File: src/cir_fifo.sv
`default_nettype none

module cir_fifo #(
  parameter int WIDTH = 24,
  parameter int DEPTH = 2
) (
  input  logic             clk,
  input  logic             rst,
  input  logic             wr,
  input  logic [WIDTH-1:0] wr_data,
  output logic             full,
  input  logic             rd,
  output logic [WIDTH-1:0] rd_data,
  output logic             empty
);

  localparam int PTR_W = (DEPTH > 1) ? $clog2(DEPTH) : 1;
  localparam int CNT_W = $clog2(DEPTH + 1);

  logic [WIDTH-1:0] mem [DEPTH];
  logic [PTR_W-1:0] wr_ptr;
  logic [PTR_W-1:0] rd_ptr;
  logic [CNT_W-1:0] count;
  logic             do_wr;
  logic             do_rd;

  assign full    = (count == CNT_W'(DEPTH));
  assign empty   = (count == '0);
  assign do_wr   = wr && !full;
  assign do_rd   = rd && !empty;
  assign rd_data = mem[rd_ptr];

  // Storage write
  always_ff @(posedge clk) begin
    if (do_wr) begin
      mem[wr_ptr] <= wr_data;
    end
  end

  // Pointers and fill count
  always_ff @(posedge clk) begin
    if (rst) begin
      wr_ptr <= '0;
      rd_ptr <= '0;
      count  <= '0;
    end else begin
      if (do_wr) begin
        wr_ptr <= (wr_ptr == PTR_W'(DEPTH - 1)) ? '0 : wr_ptr + 1'b1;
      end
      if (do_rd) begin
        rd_ptr <= (rd_ptr == PTR_W'(DEPTH - 1)) ? '0 : rd_ptr + 1'b1;
      end
      if (do_wr && !do_rd) begin
        count <= count + 1'b1;
      end else if (do_rd && !do_wr) begin
        count <= count - 1'b1;
      end
    end
  end

  a_count_bound: assert property (@(posedge clk) disable iff (rst)
    count <= CNT_W'(DEPTH))
    else $error("fifo count above depth");

  a_count_grows: assert property (@(posedge clk) disable iff (rst)
    (do_wr && !do_rd) |=> (count == CNT_W'($past(count) + 1'b1)))
    else $error("fifo count did not grow on a lone write");

endmodule

`default_nettype wire

File: config.mk
export PLATFORM = sky130hd
export DESIGN_NAME = cir_fifo
export DESIGN_NICKNAME = d
export VERILOG_FILES = /design/src/cir_fifo.sv
export SDC_FILE = /design/constraint.sdc
export NUM_CORES = 1
export LEC_CHECK = 0
export BUFFER_PORTS_ARGS = -buffer_cell sky130_fd_sc_hd__buf_2
export CAP_MARGIN = 20
export CORE_ASPECT_RATIO = 1.4
export CORE_UTILIZATION = 35
export CTS_CLUSTER_SIZE = 14
export DETAILED_ROUTE_END_ITERATION = 10
export GPL_TIMING_DRIVEN = 0
export SYNTH_ARGS = -nofsm -noshare
export SYNTH_HDL_FRONTEND = slang
export SYNTH_SLANG_ARGS = --single-unit
File: constraint.sdc
create_clock -name clk -period 1.7 [get_ports clk]
set_input_delay 0.17 -clock clk [delete_from_list [all_inputs] [get_ports clk]]
set_output_delay 0.17 -clock clk [all_outputs]
set_load 0.1 [all_outputs]
## After elaboration in Yosys (flattened, before gate mapping)

Memory sizes are Yosys's and may differ from the RTL's. A register that Yosys moved wholly into a read port is not among the register bits.
Index checks and enable logic that the tools add are counted.

- Add/subtract/negate cells: 4
- Eq/ne operators: 1
- Multiplexer cells: 8
- Reductions and logical operators: 10

Operators with widths:

| kind | number |
|---|---|
| $mux 1 | 6 |
| $logic_and 1x1->1 | 4 |
| $logic_not 1->1 | 4 |
| $mux 2 | 2 |
| $add 1x1->1 const B | 2 |
| $add 2x1->2 const B | 1 |
| $eq 2x2->1 const B | 1 |
| $logic_not 2->1 | 1 |
| $reduce_bool 2->1 | 1 |
| $sub 2x1->2 const B | 1 |

- Register bits: 4
- Bits in writable memories: 48
- Logic and storage cells: 27
- Memories kept: 1

Memory list:

| name | words | bits a word | rd ports | clocked after memory_dff | wr ports | line | RTL |
|---|---|---|---|---|---|---|---|
| mem | 2 | 24 | 1 | 1 | 1 | 20 | `logic [WIDTH-1:0] mem [DEPTH];` |

## Logic depth before layout (Yosys ltp)

Gate-level depths: netlist (run 1).

- Depth after elaboration: 7
- Gate-level depth with buffers: 6
- Mapped depth without buffers: 6

## Worst setup path after synthesis (run 1)

Ideal clock, no wire load.

- Path type: register to register
- From: reg count[1]
- To: reg count[1]
- Library setup time: 0.070 ns
- Arrival: 2.161 ns
- Required time: 1.630 ns
- Slack: -0.531 ns
- Stages on the path, launching flop included: 6
- Path buffers: 0
- Clock period less this slack: 2.231 ns
- Path through: dfxtp_1 -> nor2b_2 -> nor2_1 -> ha_1 -> or3_1 -> a21oi_1

- Longest elaborated chain between the ends: 6

Ends and longest elaborated chain:

| element | line | RTL |
|---|---|---|
| start, declared | 23 | `logic [CNT_W-1:0] count;` |
| start signal, assigned | 54 | `count <= count + 1'b1;` |
| start signal, assigned | 56 | `count <= count - 1'b1;` |
| $eq 2x2->1 (*) | 27 | `assign full = (count == CNT_W'(DEPTH));` |
| net full | 11 | `output logic full,` |
| $logic_not 1->1 (*) | 29 | `assign do_wr = wr && !full;` |
| $logic_and 1x1->1 (*) | 29 |  |
| net do_wr | 24 | `logic do_wr;` |
| $logic_not 1->1 | 55 | `end else if (do_rd && !do_wr) begin` |
| $logic_and 1x1->1 | 55 |  |
| $reduce_bool 2->1 (no line) | -- |  |

The timed path passes the listed nets; every way through them passes the cells marked *. The select of a mux whose other input is x is not followed.
A chain may end at the register's enable or synchronous reset.

==> out/metrics.cfg, run 1 <==
[yosys]
async_reset_ff_frac = 0
ys_types = 13
ys_seq_area_frac = 0.793
syn-num-nets = 129
yosys.area.top_type = edfxtp_1
synth_ff_type = edfxtp_1
ys.warnings.count = 0
ys_seq_elements = 53
netlist_instances = 100
yosysTopAreaCellShare = 0.741
syn_avg_cell_area_um2 = 19.4
yosys-top-cells-area = edfxtp_1 74%, mux2_2 14%, dfxtp_1 5.1%
synth_area_um2 = 1940
synth_edf_count = 48
netlist_top_cells_count = 48 x edfxtp_1, 24 x mux2_2, 5 x dfxtp_1, 5 x nor2_1
yosysMostFrequentCell = edfxtp_1

[timing]
worst_pin_slew_ns = 0.597
fin_crit_sh = 0.962
slew_violations = 0
clock.fmax_ghz = 0.612
min_period_ns = 1.63
finalSetupViolations = 0
hold_violations = 0
rsz0062_at_grt = true
finalClockSkew_ns = 0.00448
maxSlewHeadroom = 0.602

[setup_path]
cp-start-kind = flop
cp-end-kind = primary output
crit_type = flop to primary output
cp.required_ns = 1.53
path_max_fanout = 10
arrival_ns = 1.46
r2r-start = count[0]$_SDFFE_PP0P_

[global_routing]
grt_overflow_total = 0
grt_pass1_vias = 1168
grt.total_usage = 0.124
grt_pass1_wl_um = 5380
antenna_found_initial = 0
grt_max_degree = 25

[clock_network]
htreeDepth = 2
clkTransAtPathRegs_ns = 0.09
clkLatencyLatePin_ns = 0.29
cts_buffers = 5
cts-root-buf = clkbuf_8
cts_tree = done
post_cts_buffers = 0
cts.path.max_buffers = 2
cts.sinks = 53

[route]
vias = 1057
drc_errors = 0
routed_wl_um = 3310
drt-vias-per-instance = 4.64
drt_iter0_markers = 54
wire_per_inst_um = 14.5
antenna_left = 0
drt_pass1_iterations = 4

[place]
dpl.hpwl_um = 2240
place_congestion = 0.613
numPortBuffers = 53

[final_layout]
register_area_um2 = 1540
syn_to_final_growth_pct = 30.6
n_antenna_cell = 0
drive_gt1_frac = 0.574
fillCellCount = 495
multi_input_area_um2 = 387
finish.utilization = 0.481
fin_nets = 190

[die]
start_util = 0.369
core.rowCount = 31
core_um2 = 5280
dieArea_um2 = 5860
ioPinCount = 54
die_w_um = 65.0
die_h_um = 90.2

[worst_hold_path]
min_from = wr_data[8]
min_path_type = primary input to flop

[status]
status = finished, final reports clean

[run]
maxCapViolCount = 0

layout make-up:
class                      instances  share of cell area
multi-input combinational         42               0.152
inverter                           2             0.00444
timing repair buffer              53               0.154
clock inverter                     2             0.00394
clock buffer                       6              0.0286
tap                               66              0.0325
timing repair inverter             1             0.00296
buffer                             3              0.0133
sequential                        53               0.608
per-stage QoR:
stage / worst slack, ns / hold slack [ns] / cells / TNS, ns / cell area, um2
after detailed placement: -0.254 / 0.363 / 219 / -6.06 / 2300
after floorplan: -0.150 / 0.232 / 100 / -1.72 / 1950
after CTS: 0.0301 / 0.0468 / 227 / 0 / 2520
after global placement: -0.177 / 0.359 / 219 / -4.24 / 2300
final: 0.0653 / 0.0573 / 228 / 0 / 2540
after global routing: -0.00320 / 0.0399 / 228 / -0.00556 / 2540
repair_timing:
action	CTS	global route
setup endpoints to repair	44	28
hold buffers	0	0
gates cloned	0	1
gates resized for setup	45	3
logic make-up (layout without fill, tap and decap cells):
kind of cell / count (synthesis) / count (layout) / share of synthesized area
AO/OA/AOI/OAI: 5 / 5 / 0.0129
XOR/XNOR: 3 / 3 / 0.0135
adder cells (fa/ha/maj): 1 / 1 / 0.00643
buffers and inverters: 5 / 67 / 0.0116
flip-flops: 53 / 53 / 0.793
multiplexers: 24 / 24 / 0.139
AND/OR/NAND/NOR: 9 / 9 / 0.0238
worst paths after layout:
path	slack, ns	endpoint	cells after the start
hold / removal	0.06	mem[1][8]$_DFFE_PP_	1
setup / recovery	0.07	rd_data[22]	4
hold reg to reg	0.52	flop	2
setup reg to reg	0.10	count[1]$_SDFFE_PP0P_	4
routing by layer:
layer | global-route usage | up-vias | wire length [um]
met1 | 0.128 | 511 | 1230
met2 | 0.216 | 40 | 1790
li1 | - | 499 | -
met4 | 0.0500 | 0 | 70
met3 | 0.0495 | 7 | 213
met5 | 0 | - | 0
registers in the layout (all words and copies together), names as in the netlist, named ones only:
name / count
count: 2
mem: 48
rd_ptr: 1
wr_ptr: 1
cells in the final DEF (no fill, tap or decap), drive strengths merged:
cell type,count
and2,1
dfxtp,5
xor2,3
clkbuf,6
buf,56
edfxtp,48
ha,1
o21ai,3
or3,2
a21oi,2
nor2,5
nor2b,1
mux2,24
clkinv,2
clkinvlp,2
inv,1
worst max-delay path, stage by stage (launching register included):
cell and delay, ns:
dfxtp_1 0.31, buf_4 0.15, buf_6 0.16, mux2_2 0.35, buf_6 0.19
Power of run 1 is not shown: default switching activity piles up to over one toggle a cycle in this logic, so the estimate is an artifact.
==> run 2: changes to the inputs <==
--- a/config.mk
+++ b/config.mk
@@ -12,6 +12,7 @@
 export CTS_CLUSTER_SIZE = 14
 export DETAILED_ROUTE_END_ITERATION = 10
 export GPL_TIMING_DRIVEN = 0
+export REMOVE_ABC_BUFFERS = 1
 export SYNTH_ARGS = -nofsm -noshare
 export SYNTH_HDL_FRONTEND = slang
 export SYNTH_SLANG_ARGS = --single-unit
==> out/metrics.cfg, run 2 (synthesis results as in run 1) <==
[setup_path]
crit_type = flop to primary output
r2r-start = count[0]$_SDFFE_PP0P_
path_max_fanout = 12
cp.required_ns = 1.53
r2r_slack_ns = 0.09
arrival_ns = 1.47
path_cells = buf_6 > mux2_2 > buf_2
ff2ff_path_depth = 5
r2r-end = count[1]$_SDFFE_PP0P_
crit_slowest_cell = dfxtp_4
critical_path.endpoint = rd_data[14]
cp-end-kind = primary output
cp-start-kind = flop
cp_slowest_stage_delay_ns = 0.37

[place]
numPortBuffers = 53
place_congestion = 0.654
dp_slack_ns = -0.349
dpl.hpwl_um = 1990

[route]
wire_per_inst_um = 14.0
vias = 1046
routed_wl_um = 3180
drt_pass1_iterations = 3
drt-vias-per-instance = 4.59
drt_iter0_markers = 36
antenna_left = 0
drc_errors = 0

[global_routing]
grt_pass1_wl_um = 5030
grt_pass1_vias = 1097
grt_max_degree = 25
grt_overflow_total = 0
grt.total_usage = 0.117
antenna_found_initial = 0

[worst_hold_path]
min_path_type = primary input to flop

[die]
die_w_um = 65.0
start_util = 0.369
die_h_um = 90.2
core_um2 = 5280
core.rowCount = 31
dieArea_um2 = 5860
ioPinCount = 54

[clock_network]
clkTransAtPathRegs_ns = 0.09
cts-root-buf = clkbuf_8
cts_buffers = 5
cts_tree = done
clkLatencyLatePin_ns = 0.29
cts.path.max_buffers = 2
cts.sinks = 53
htreeDepth = 2
hold_buffers = 0

[timing]
min_period_ns = 1.64
maxSlewHeadroom = 0.667
fin_crit_sh = 0.964
finalClockSkew_ns = 0.00485
finalSetupViolations = 0
worst_pin_slew_ns = 0.503
hold_violations = 0
slew_violations = 0
finalWorstSetupSlack_ns = 0.0605
clock.fmax_ghz = 0.610
rsz0062_at_grt = false

[status]
status = finished, final reports clean

[final_layout]
fillCellCount = 498
syn_to_final_growth_pct = 26.1
drive_gt1_frac = 0.568
top_register = mem
final_common_cell = buf_2
fin_nets = 190
n_antenna_cell = 0
largest_reg_flops = 48
top_regs = mem x48, count x2
final_cell_mix = 50 x buf_2, 48 x edfxtp_1, 24 x mux2_2, 6 x clkbuf_8, 5 x nor2_1

[run]
maxCapViolCount = 0

-- run 2: critical path, delay by kind of cell (launching register included) --
kind / cells / cell delay, ns
flip-flops: 1 / 0.37
multiplexers: 1 / 0.34
buffers and inverters: 2 / 0.46
-- run 2: how the worst min path moves through the flow --
stage | start | endpoint | slack, ns | cells after the start
detailed placement | wr_data[18] | mem[0][18]$_DFFE_PP_ | 0.36 | 1
CTS | wr_data[11] | mem[0][11]$_DFFE_PP_ | 0.05 | 1
finish | wr_data[11] | mem[0][11]$_DFFE_PP_ | 0.06 | 1
floorplan | rst | count[1]$_SDFFE_PP0P_ | 0.24 | 1
global route | wr_data[2] | mem[1][2]$_DFFE_PP_ | 0.04 | 1
global placement | wr_data[18] | mem[0][18]$_DFFE_PP_ | 0.36 | 1
-- run 2: per-stage QoR --
stage          hold slack (ns)  TNS (ns)  instances   util  instance area, um2
2_1_floorplan            0.239    -21.51         97      -                1930
3_3_place_gp             0.358    -18.43        216  0.432                2280
3_5_place_dp             0.362    -22.52        216  0.432                2280
4_1_cts                 0.0457         0        227  0.459                2420
5_1_grt                 0.0422         0        228  0.465                2450
6_report                0.0585         0        228  0.465                2450
-- run 2: layout make-up --
cell class	count	area [um2]	share of cell area
multi-input cells	42	388	0.158
clock buffers	7	86.3	0.0352
flip-flops and latches	53	1550	0.630
repair buffers	56	324	0.132
well taps	66	82.6	0.0337
repair inverters	1	7.51	0.00306
inverters	2	11.3	0.00459
clock inverters	1	7.51	0.00306
-- run 2: metal layers --
metal,vias to the layer above,GRT usage,routed length [um]
li1,502,-,-
met2,34,0.214,1810
met5,-,0,0
met1,506,0.120,1180
met4,0,0.0444,31
met3,4,0.0343,162
-- run 2: timing repair --
action	4_1_cts	5_1_grt
cloned	1	0
endpoints found under the setup margin	72	39
endpoints found under the hold margin	0	0
resized for setup	6	5
setup buffers	2	1
Power of run 2 is left out for the same reason.
