[src/cir_pkg.sv]
`default_nettype none

package cir_pkg;

  // Field widths
  localparam int SAMPLE_W  = 16;
  localparam int WIN_W     = 24;
  localparam int STEP_W    = 25;
  localparam int CNT_W     = 8;
  localparam int CFG_IDX_W = 1;
  localparam int CFG_DAT_W = 25;

  // Coefficient widths: c0 peaks near 4205, c1 spans 0..65536
  localparam int C0_W      = 13;
  localparam int C1_W      = 17;
  localparam longint unsigned COEF_ONE = 64'd65536;

  // Averaging divider: dividend 512*sum + have + have*2^25 stays below 2^34
  localparam int DIVD_W     = 34;
  localparam int DEN_W      = 10;
  localparam int DIV_STEPS  = 34;
  localparam int DIV_CNT_W  = 6;
  localparam int PT_SHIFT   = 9;
  localparam int BIAS_SHIFT = 25;

  // Output rounding and saturation
  localparam int ROUND_SHIFT = 16;
  localparam logic [WIN_W-1:0] OUT_MAX = 24'h7FFFFF;
  localparam logic [WIN_W-1:0] OUT_MIN = 24'h800000;

  // Queue depth between stages and at the output
  localparam int QUEUE_DEPTH = 2;

  // Register indexes
  localparam logic [CFG_IDX_W-1:0] REG_PHASE_STEP    = 1'b0;
  localparam logic [CFG_IDX_W-1:0] REG_AVERAGE_COUNT = 1'b1;

  // Register file contents seen by both halves
  typedef struct packed {
    logic [STEP_W-1:0] phase_step;
    logic [CNT_W-1:0]  average_count;
  } cir_cfg_t;

  // c0[i] = round((p - p^3)/6 * 65536), p = i / 2^tb
  function automatic logic [C0_W-1:0] coef0_at(input int unsigned i, input int unsigned tb);
    longint unsigned n;
    longint unsigned li;
    longint unsigned num;
    longint unsigned r;
    n  = 64'd1 << tb;
    li = 64'(i);
    if (li == 64'd0 || li >= n) begin
      return '0;
    end
    num = (li * n * n - li * li * li) * COEF_ONE;
    // divide by 6*n^3: shift out 2*n^3, then divide by three
    r = ((num + (64'd3 << (3 * tb))) >> (3 * tb + 1)) / 3;
    return C0_W'(r);
  endfunction

  // c1 on the lower half of the table
  function automatic longint unsigned coef1_base(input int unsigned i, input int unsigned tb);
    longint unsigned n;
    longint unsigned li;
    longint unsigned num;
    n   = 64'd1 << tb;
    li  = 64'(i);
    num = (64'd2 * li * n * n + li * li * n - li * li * li) * COEF_ONE;
    return (num + (64'd1 << (3 * tb))) >> (3 * tb + 1);
  endfunction

  // c1 over the whole table; the upper half keeps the taps summing to one
  function automatic logic [C1_W-1:0] coef1_at(input int unsigned i, input int unsigned tb);
    longint unsigned n;
    longint unsigned r;
    n = 64'd1 << tb;
    if (i == 0) begin
      r = 64'd0;
    end else if (64'(i) >= n) begin
      r = COEF_ONE;
    end else if (64'(i) <= (n >> 1)) begin
      r = coef1_base(i, tb);
    end else begin
      r = COEF_ONE + 64'(coef0_at(i, tb)) + 64'(coef0_at(int'(n) - i, tb))
          - coef1_base(int'(n) - i, tb);
    end
    return C1_W'(r);
  endfunction

endpackage

`default_nettype wire

[src/cir_front.sv]
`default_nettype none

module cir_front (
  input  logic                           clk,
  input  logic                           rst,
  input  cir_pkg::cir_cfg_t              cfg,
  input  logic                           push,
  output logic                           full,
  input  logic signed [cir_pkg::SAMPLE_W-1:0] native_sample,
  output logic                           pt_push,
  output logic [cir_pkg::WIN_W-1:0]      pt_data,
  input  logic                           pt_full
);

  import cir_pkg::*;

  typedef enum logic [2:0] {
    F_IDLE = 3'b001,
    F_DIV  = 3'b010,
    F_PUSH = 3'b100
  } front_state_t;

  front_state_t          state;
  logic signed [WIN_W-1:0] avg_sum;
  logic [CNT_W-1:0]      avg_seen;
  logic [DIVD_W-1:0]     dvd;
  logic [DEN_W-1:0]      den;
  logic [DEN_W-2:0]      rem;
  logic [WIN_W-1:0]      quo;
  logic [DIV_CNT_W-1:0]  step_cnt;

  logic                  accept;
  logic [CNT_W-1:0]      cnt_eff;
  logic [CNT_W:0]        have;
  logic signed [WIN_W-1:0] sum_next;
  logic                  grp_done;
  logic [DIVD_W-1:0]     dvd_init;
  logic [DEN_W-1:0]      trial;
  logic [DEN_W-1:0]      diff;
  logic                  qbit;

  assign full   = (state != F_IDLE);
  assign accept = push && (state == F_IDLE);

  // Group bookkeeping; a zero count behaves as one
  assign cnt_eff  = (cfg.average_count == '0) ? CNT_W'(1) : cfg.average_count;
  assign have     = {1'b0, avg_seen} + 1'b1;
  assign sum_next = avg_sum + WIN_W'(native_sample);
  assign grp_done = (have >= {1'b0, cnt_eff});

  // Biased dividend keeps the numerator positive; the bias drops out of the low bits
  assign dvd_init = {{(DIVD_W - WIN_W - PT_SHIFT){sum_next[WIN_W-1]}}, sum_next,
                     {PT_SHIFT{1'b0}}}
                    + DIVD_W'(have) + (DIVD_W'(have) << BIAS_SHIFT);

  // One restoring division step
  assign trial = {rem, dvd[DIVD_W-1]};
  assign diff  = trial - den;
  assign qbit  = (trial >= den);

  assign pt_push = (state == F_PUSH) && !pt_full;
  assign pt_data = quo;

  // Control
  always_ff @(posedge clk) begin
    if (rst) begin
      state    <= F_IDLE;
      avg_sum  <= '0;
      avg_seen <= '0;
      step_cnt <= '0;
    end else begin
      unique case (state)
        F_IDLE: begin
          if (accept) begin
            if (grp_done) begin
              avg_sum  <= '0;
              avg_seen <= '0;
              step_cnt <= DIV_CNT_W'(DIV_STEPS - 1);
              state    <= F_DIV;
            end else begin
              avg_sum  <= sum_next;
              avg_seen <= have[CNT_W-1:0];
            end
          end
        end
        F_DIV: begin
          step_cnt <= step_cnt - 1'b1;
          if (step_cnt == '0) begin
            state <= F_PUSH;
          end
        end
        F_PUSH: begin
          if (!pt_full) begin
            state <= F_IDLE;
          end
        end
      endcase
    end
  end

  // Divider datapath
  always_ff @(posedge clk) begin
    if (accept && grp_done) begin
      dvd <= dvd_init;
      den <= {have, 1'b0};
      rem <= '0;
      quo <= '0;
    end else if (state == F_DIV) begin
      dvd <= {dvd[DIVD_W-2:0], 1'b0};
      rem <= qbit ? diff[DEN_W-2:0] : trial[DEN_W-2:0];
      quo <= {quo[WIN_W-2:0], qbit};
    end
  end

  a_group_starts_div: assert property (@(posedge clk) disable iff (rst)
    (accept && grp_done) |=> (state == F_DIV && full))
    else $error("completed group did not start the divider");

endmodule

`default_nettype wire

[config.mk]
export PLATFORM = sky130hd
export DESIGN_NAME = cir_front
export DESIGN_NICKNAME = d
export VERILOG_FILES = /design/src/cir_pkg.sv /design/src/cir_front.sv
export SDC_FILE = /design/constraint.sdc
export NUM_CORES = 1
export LEC_CHECK = 0
export ABC_AREA = 1
export CORE_MARGIN = 4
export CORE_UTILIZATION = 39
export CTS_CLUSTER_SIZE = 28
export DETAILED_ROUTE_END_ITERATION = 12
export DONT_BUFFER_PORTS = 1
export PLACE_DENSITY = 0.61
export SETUP_SLACK_MARGIN = 0.3
export SLEW_MARGIN = 5
export SYNTH_ARGS = -nofsm -noshare
export SYNTH_HDL_FRONTEND = slang
export SYNTH_SLANG_ARGS = --single-unit
export TNS_END_PERCENT = 20
[constraint.sdc]
create_clock -name clk -period 4.3 [get_ports clk]
set_input_delay 0.43 -clock clk [delete_from_list [all_inputs] [get_ports clk]]
set_output_delay 0.43 -clock clk [all_outputs]
set_load 0.05 [all_outputs]
Yosys cells after proc, flatten, opt, wreduce, memory -nomap -nowiden. Index checks and enable logic that the tools add are counted. W data, S select, Z words.

Register bits after elaboration: 117. Input port bits: 53. Output and inout port bits: 26. Logic and storage cells: 49.

Add/subtract/negate cells: 6. Magnitude comparators: 2. Eq/ne operators: 8. Multiplexer cells: 14. Reduce and logical (&&, ||, !) cells: 11.

Operators by type and width (count): $mux W34 (2); $add A33 B10 Y34 (1); $add A34 B34 Y34 (1); $add A24 B16 Y24 (1); $mux W24 (1); $mux W8 (2); $mux W3 (4); $mux W6 (2); $pmux W6 S2 (1); $ge A10 B10 Y1 (1); $add A8 B1 Y9 const B (1); $ge A9 B8 Y1 (1); $mux W9 (1); $pmux W3 S3 (1); $sub A9 B9 Y9 (1); $logic_not A8 Y1 (1); $ne A2 B2 Y1 const B (4); $logic_not A6 Y1 (1); $sub A6 B1 Y6 const B (1); $reduce_and A4 Y1 (1); $reduce_bool A2 Y1 (2); $eq A3 B1 Y1 const B (1); $eq A3 B2 Y1 const B (1); $eq A3 B3 Y1 const B (1); other kinds (5) (7).

Logic depth before layout (Yosys ltp). Gate-level depths: netlist of the first run.

Depth in word-level cells: 6. Mapped depth: 22. Depth with buffers taken out: 22.

Least setup slack after synthesis of the first run. OpenSTA, ideal clock, no wires.

Kind: input port to flip-flop. Start point: in native_sample[0] (netlist name). End point: reg dvd[31] (data pin). Setup time: 0.260 ns. Arrival: 2.970 ns. Required time: 4.040 ns. Setup slack: 1.069 ns. Cell stages on the path: 22. Buffers on the path: 0. Cells stage by stage: ha_1 -> inv_1 -> fa_1 -> inv_1 -> nand3_1 -> nand2_1 -> nand2_1 -> o211ai_1 -> nand3b_1 -> nand2_1 -> nand2_1 -> nand2_1 -> inv_1 -> ha_1 -> fa_1 -> nand3_1 -> nand2_1 -> a21oi_1 -> nor2_1 -> nor2_1 -> xor2_1 -> o21ai_0.

Longest elaborated chain between the ends: 4.

RTL lines: start: declaration (line cir_front.sv:9) `input logic signed [cir_pkg::SAMPLE_W-1:0] native_sample,`; $add A24 B16 Y24 (line cir_front.sv:48) `assign sum_next = avg_sum + WIN_W'(native_sample);`; $add A33 B10 Y34 (line cir_front.sv:54) `+ DIVD_W'(have) + (DIVD_W'(have) << BIAS_SHIFT);`; $add A34 B34 Y34 (line cir_front.sv:54); $mux W34 (line cir_front.sv:103) `if (accept && grp_done) begin`; end signal: assignment (line cir_front.sv:104) `dvd <= dvd_init;`; end signal: assignment (line cir_front.sv:109) `dvd <= {dvd[DIVD_W-2:0], 1'b0};`; end: declaration (line cir_front.sv:26) `logic [DIVD_W-1:0] dvd;`.

Every way passes these cells. A chain may end at the register's enable or synchronous reset.

Worst setup path in the final report of the first run.
Start point: reg avg_sum[0]. End point: reg dvd[31] (data pin).

Longest elaborated chain between the ends: 4.

RTL lines: start: declaration (line cir_front.sv:24) `logic signed [WIN_W-1:0] avg_sum;`; start signal: assignment (line cir_front.sv:81) `avg_sum <= sum_next;`; $add A24 B16 Y24 (line cir_front.sv:48); $add A33 B10 Y34 (line cir_front.sv:54); $add A34 B34 Y34 (line cir_front.sv:54); $mux W34 (line cir_front.sv:103).

Every way passes these cells.

==> results_dict.tcl, run 1 <==
set metrics [dict create \
    end_kind "register" \
    placed_cells 1120 \
    slew_headroom 0.3727 \
    n_antenna_cell 0 \
    rows 48 \
    firstDrtPassIters 4 \
    grt_max_degree 61 \
    clockBufferDepth 2 \
    hold_ws_ps 77.67 \
    die_w_um 141.7 \
    gp_congestion 0.8783 \
    path_clk_slew_ps 60 \
    tightest_slew_ps 937.5 \
    fin_crit_sh 0.8188 \
    arrival_ps 3680 \
    synth_ff_type "dfxtp_1" \
    dp_hpwl_mm 11.11 \
    post_cts_buffers 0 \
    ys_warn_count 0 \
    clock_skew_ps 14.56 \
    syn-num-nets 1020 \
    synth-seq-area-share 0.3977 \
    setup.worst_path.class "register to register" \
    synth.avg_cell_area_um2 7.636 \
    wl_met3_um 568 \
    status "completed" \
    finalCriticalPeriod_ps 3521 \
    track_usage 0.1629 \
    cts_tree "yes" \
    synth_edf_count 43 \
    finalSetupTns_ps 0 \
    netlist_instances 913 \
    wl_per_cell_um 13.58 \
    wirelength_mm 15.65 \
    power_per_cell_area_nw_per_um2 588.1 \
    io_buffers 0 \
    fmax_mhz 284.0 \
    fin_cells 1152 \
    start_kind "register" \
    fp.dieH_um 141.7 \
    worstPathRequired_ps 4460 \
    leakagePower_nw 3.726 \
    rsz0062_at_grt "no" \
    maxCapViolCount 0 \
    ys_ff_latch 117 \
    pin_count 79 \
    clockRootBuffer "clkbuf_16" \
    vdd_ir_drop_max_mv 0.4622 \
    finalPower_mw 4.578 \
    report.final.slew_viol_count 0 \
    grt-ovfl-total 0 \
    drtIter0Drc 273 \
    floorplan.initialDensity 0.4003 \
    drt-met1-wl_mm 7.365 \
    cts_made_buffers 17 \
    setup_viol_count_final 0 \
    postRouteAntennaNets 0 \
    syn_area_um2 6972 \
    ys_top_cells_by_area "dfxtp_1 (21%), edfxtp_1 (19%), nand2_1 (15%), ha_1 (9.2%), inv_1 (6.1%)" \
    final_cell_mix "nand2_1 (273), inv_1 (113), a21oi_1 (80)" \
    worstSkewPairLatency_ps 420 \
    route.detailed.drc 0 \
    grt_pass1_wl_mm 26.29 \
    synth_top_area_frac 0.2125 \
    ys_types 44 \
    cts_sinks 117 \
    crit_fanout 5 \
    hold_path_class "primary input to register" \
    dr.max_layer_used "met4" \
    fill_cells 1747 \
    antenna_found_initial 0 \
    wl_met2_mm 7.593 \
    synth_area_leader_cell "dfxtp_1" \
    vias 5695 \
    htreeDepth 4 \
    area_growth_pct 11.65 \
    final_common_cell "nand2_1" \
    layout.nets 1021 \
    grt_pass1_vias 5521 \
    vias_per_cell 4.944 \
    die-area_um2 20080 \
    core_region_area_um2 17420 \
    async_reset_ff_frac 0 \
    hold_buffers 0 \
    layout-drive-gt1-share 0.06257 \
    hold_viol_final 0 \
    cts_resized 0 \
]
## where the power goes
part / internal [mW] / switching (mW) / total, mW
sequential: 1.37 / 0.561 / 1.94
clock: 0.902 / 0.554 / 1.46
combinational: 0.450 / 0.736 / 1.19
## critical path, cell delays in order (launching register included)
cell,delay [ps]
dfxtp_1,330
ha_1,180
inv_1,60
fa_1,400
inv_1,100
nand3_1,70
nand2_1,170
nand2_1,70
o211ai_1,140
nand3b_1,170
nand2_1,80
nand2_1,40
nand2_1,60
inv_1,50
ha_1,200
fa_1,420
nand3_1,90
nand2_1,100
a21oi_1,140
nor2_1,50
nor2_1,110
xor2_1,140
o21ai_0,80
## synth_stat cells, types with 12 or more instances
master      n
nand2_1   273
dfxtp_1    74
clkbuf_1   12
a21oi_1    80
o21ai_0    27
o22ai_1    21
ha_1       51
nand3_1    45
edfxtp_1   43
inv_1     113
nor2_1     49
xor2_1     29
## state kept, by name, summed over array words and instances (netlist names)
register / cells
dvd: 34
avg_sum: 24
pt_data: 24
den: 9
rem: 9
avg_seen: 8
step_cnt: 6
state: 3
## layer usage
layer  vias to the layer above  global-route usage
met3                        10             0.04550
met5                         -                   0
li1                       3024                   -
met1                      2594              0.2026
met4                         0             0.04697
met2                        67              0.2763
## layout make-up
cell class                 count  area (um^2)  share of cell area
inverter                     117        439.2             0.05642
sequential                   117         2773              0.3562
tap                          225        281.5             0.03617
multi-input combinational    653         3616              0.4646
clock inverter                14        163.9             0.02106
clock buffer                  18        450.4             0.05787
timing repair buffer           8        60.06            0.007716
## cells by family after synthesis
kind of cell               synth area share
xor gates and xnor gates            0.04397
buffers and inverters               0.08363
AOI/OAI and AO/OA                    0.1253
and+or+nand+nor                      0.2493
DFF                                  0.3977
adders and majority gates            0.1001
## worst paths after layout
check	startpoint	end	slack (ps)	depth (start not counted)
worst min register to register	avg_sum[10]	avg_sum[10]	460	2
worst max-delay path	avg_sum[0]	dvd[31]	780	22
worst min-delay path	rst	avg_sum[13]	80	1
worst max register to register	avg_sum[0]	dvd[31]	780	22
## per-stage QoR
stage / instance area (um^2) / util / setup slack [ps]
5_1_grt: 7784 / 0.4469 / 458.8
3_5_place_dp: 7169 / 0.4116 / 661.3
3_3_place_gp: 7169 / 0.4116 / 709.2
2_1_floorplan: 6972 / - / 1069
4_1_cts: 7784 / 0.4469 / 746.4
6_report: 7784 / 0.4469 / 779.2
Note: power is estimated with default switching activity, not from simulation.
==> run 2, diff against run 1 <==
--- a/config.mk
+++ b/config.mk
@@ -11,7 +11,7 @@
 export CTS_CLUSTER_SIZE = 28
 export DETAILED_ROUTE_END_ITERATION = 12
 export DONT_BUFFER_PORTS = 1
-export PLACE_DENSITY = 0.61
+export PLACE_DENSITY = 0.63
 export SETUP_SLACK_MARGIN = 0.3
 export SLEW_MARGIN = 5
 export SYNTH_ARGS = -nofsm -noshare
==> constraint.sdc (replaced) <==
create_clock -name clk -period 3.2 [get_ports clk]
set_input_delay 0.32 -clock clk [delete_from_list [all_inputs] [get_ports clk]]
set_output_delay 0.32 -clock clk [all_outputs]
set_load 0.05 [all_outputs]
==> run 2 against run 1 <==
Effect of this change: utilization rose by 3.9 points; critical path depth did not move; register-to-register slack got worse by 670 ps; via count rose by 3.8%.
==> results_dict.tcl, run 2 (synthesized netlist as in run 1, its figures left out) <==
set metrics [dict create \
    r2r_setup_slack_ps 110 \
    ff2ff_path_depth 22 \
    hold_path_class "primary input to register" \
    vias 5911 \
    n_antenna_cell 0 \
    vdd_ir_drop_max_mv 0.5537 \
    placed_cells 1138 \
    leakagePower_nw 3.897 \
    floorplan.initialDensity 0.4003 \
    clock_skew_ps 12.76 \
    hold_viol_final 0 \
    postRouteAntennaNets 0 \
    clockRootBuffer "clkbuf_16" \
    worstPathRequired_ps 3370 \
    final_cell_mix "nand2_1 (256), inv_1 (108), a21oi_1 (72)" \
    antenna_found_initial 0 \
    cpMostUsedCell "nand2_1" \
    track_usage 0.1686 \
    finalPower_mw 6.517 \
    end_kind "register" \
    busiest_layer "met2" \
    timing.final.ws_setup_ps 112.5 \
    htreeDepth 4 \
    rsz0062_at_grt "yes" \
    cts_tree "yes" \
    rr_startpoint "avg_sum[0]" \
    final_area_um2 8464 \
    critPathBufInv 3 \
    dp_slack_ps 34.21 \
    worstSkewPairLatency_ps 420 \
    slowest_delay_ps 380 \
    vias_per_cell 5.005 \
    rows 48 \
    core_region_area_um2 17420 \
    largest_reg_flops 34 \
    layout.nets 1050 \
    wirelength_mm 16.76 \
    final_common_cell "nand2_1" \
    grt_max_degree 44 \
    arrival_ps 3250 \
    dpl-instance-area_um2 7378 \
    status "completed" \
    die-area_um2 20080 \
    dp_hpwl_mm 11.47 \
    cp_top_family "adder cells" \
    fill_cells 1663 \
    worstPathCellList "ha_4 > inv_2 > fa_2 > inv_2 > nand3_2 > nand2_2 > nand2_1 > o211ai_1 > nand3b_1 > nand2_1 > nand2_1 > nand2_1 > inv_2 > ha_4 > fa_2 > nand3_2 > nand2_2 > a21oi_2 > nor2_1 > nor2_1 > xor2_1 > o21ai_1" \
    area_growth_pct 21.41 \
    grt_pass1_vias 5818 \
    slew_headroom 0.3853 \
    utilization 0.4860 \
    wl_per_cell_um 14.19 \
    firstDrtPassIters 4 \
    power_per_cell_area_nw_per_um2 769.9 \
    grt_use_met3 0.04247 \
    path_clk_slew_ps 60 \
    die_w_um 141.7 \
    crit_slowest_cell "fa_2" \
    gp_congestion 0.8586 \
    holdCritStartpoint "rst" \
    cts_made_buffers 17 \
    fp.dieH_um 141.7 \
    report.final.slew_viol_count 0 \
    fin_cells 1181 \
    route.detailed.drc 0 \
    grtUsageMet1 0.2031 \
    drtIter0Drc 294 \
    crit_fanout 2 \
    fin_crit_sh 0.9648 \
    setup_viol_count_final 0 \
    holdPathEnd "state[0]" \
    rr_endpoint "dvd[31]" \
    whs_path_depth 2 \
    setup.worst_path.class "register to register" \
    finalCriticalPeriod_ps 3087 \
    clockBufferDepth 2 \
    layout-drive-gt1-share 0.1705 \
    start_kind "register" \
    tightest_slew_ps 918.6 \
    fmax_mhz 323.9 \
    use_met2 0.2941 \
    grt_pass1_wl_mm 27.47 \
    maxCapViolCount 0 \
    io_buffers 0 \
    regMostFlops "dvd" \
    cts_sinks 117 \
    pin_count 79 \
    grt-ovfl-total 0 \
]
-- run 2: cell count changes in the layout (fill, tap and decap cells not counted), moves of 6 or more --
cell	change
ha_1	-19
buf_4	+23
nand2_1	-17
a21oi_2	+8
nand2_2	+17
a21oi_1	-8
nor2_1	-6
ha_4	+15
-- run 2: how the worst max path moves through the flow --
stage                from  endpoint  slack (ps)  cells past startpoint
4_1_cts        avg_sum[0]   dvd[31]         120                     22
6_report       avg_sum[0]   dvd[31]         110                     22
3_5_place_dp   avg_sum[0]   dvd[31]          30                     22
2_1_floorplan  avg_sum[0]   dvd[31]         230                     22
5_1_grt        avg_sum[0]   dvd[31]         -70                     22
3_3_place_gp   avg_sum[0]   dvd[31]          50                     22
-- run 2: report_power, final --
part           internal, mW  switching (mW)
clock network          1.18           0.793
logic                 0.803            1.13
registers              1.85           0.765
total                  3.83            2.68
-- run 2: timing repair --
item,CTS,global route
hold endpoints to repair,37,0
buffers inserted,4,6
hold buffers,1,0
pin swaps,8,25
cloned,0,0
resized for setup,4,80
endpoints found under the setup margin,6,107
-- run 2: per-layer routing --
metal,share of wire,vias up
met5,0,-
met4,0.016,0
met3,0.039,16
met2,0.50,78
met1,0.44,2739
li1,-,3078
-- run 2: area by class of cell --
cell class / count / area [um^2] / area share
multi-input cells: 653 / 4016 / 0.4745
well taps: 225 / 281.5 / 0.03326
flip-flops and latches: 117 / 2779 / 0.3283
clock inverters: 15 / 183.9 / 0.02173
clock buffers: 17 / 425.4 / 0.05026
repair buffers: 37 / 339.1 / 0.04006
inverters: 117 / 439.2 / 0.05188
-- run 2: stage by stage --
stage,setup TNS (ps),hold WS [ps]
after floorplan,0,433.5
after global placement,0,386.8
after detailed placement,0,390.6
after CTS,0,100.6
after global routing,-114.2,113.9
final,0,106.1
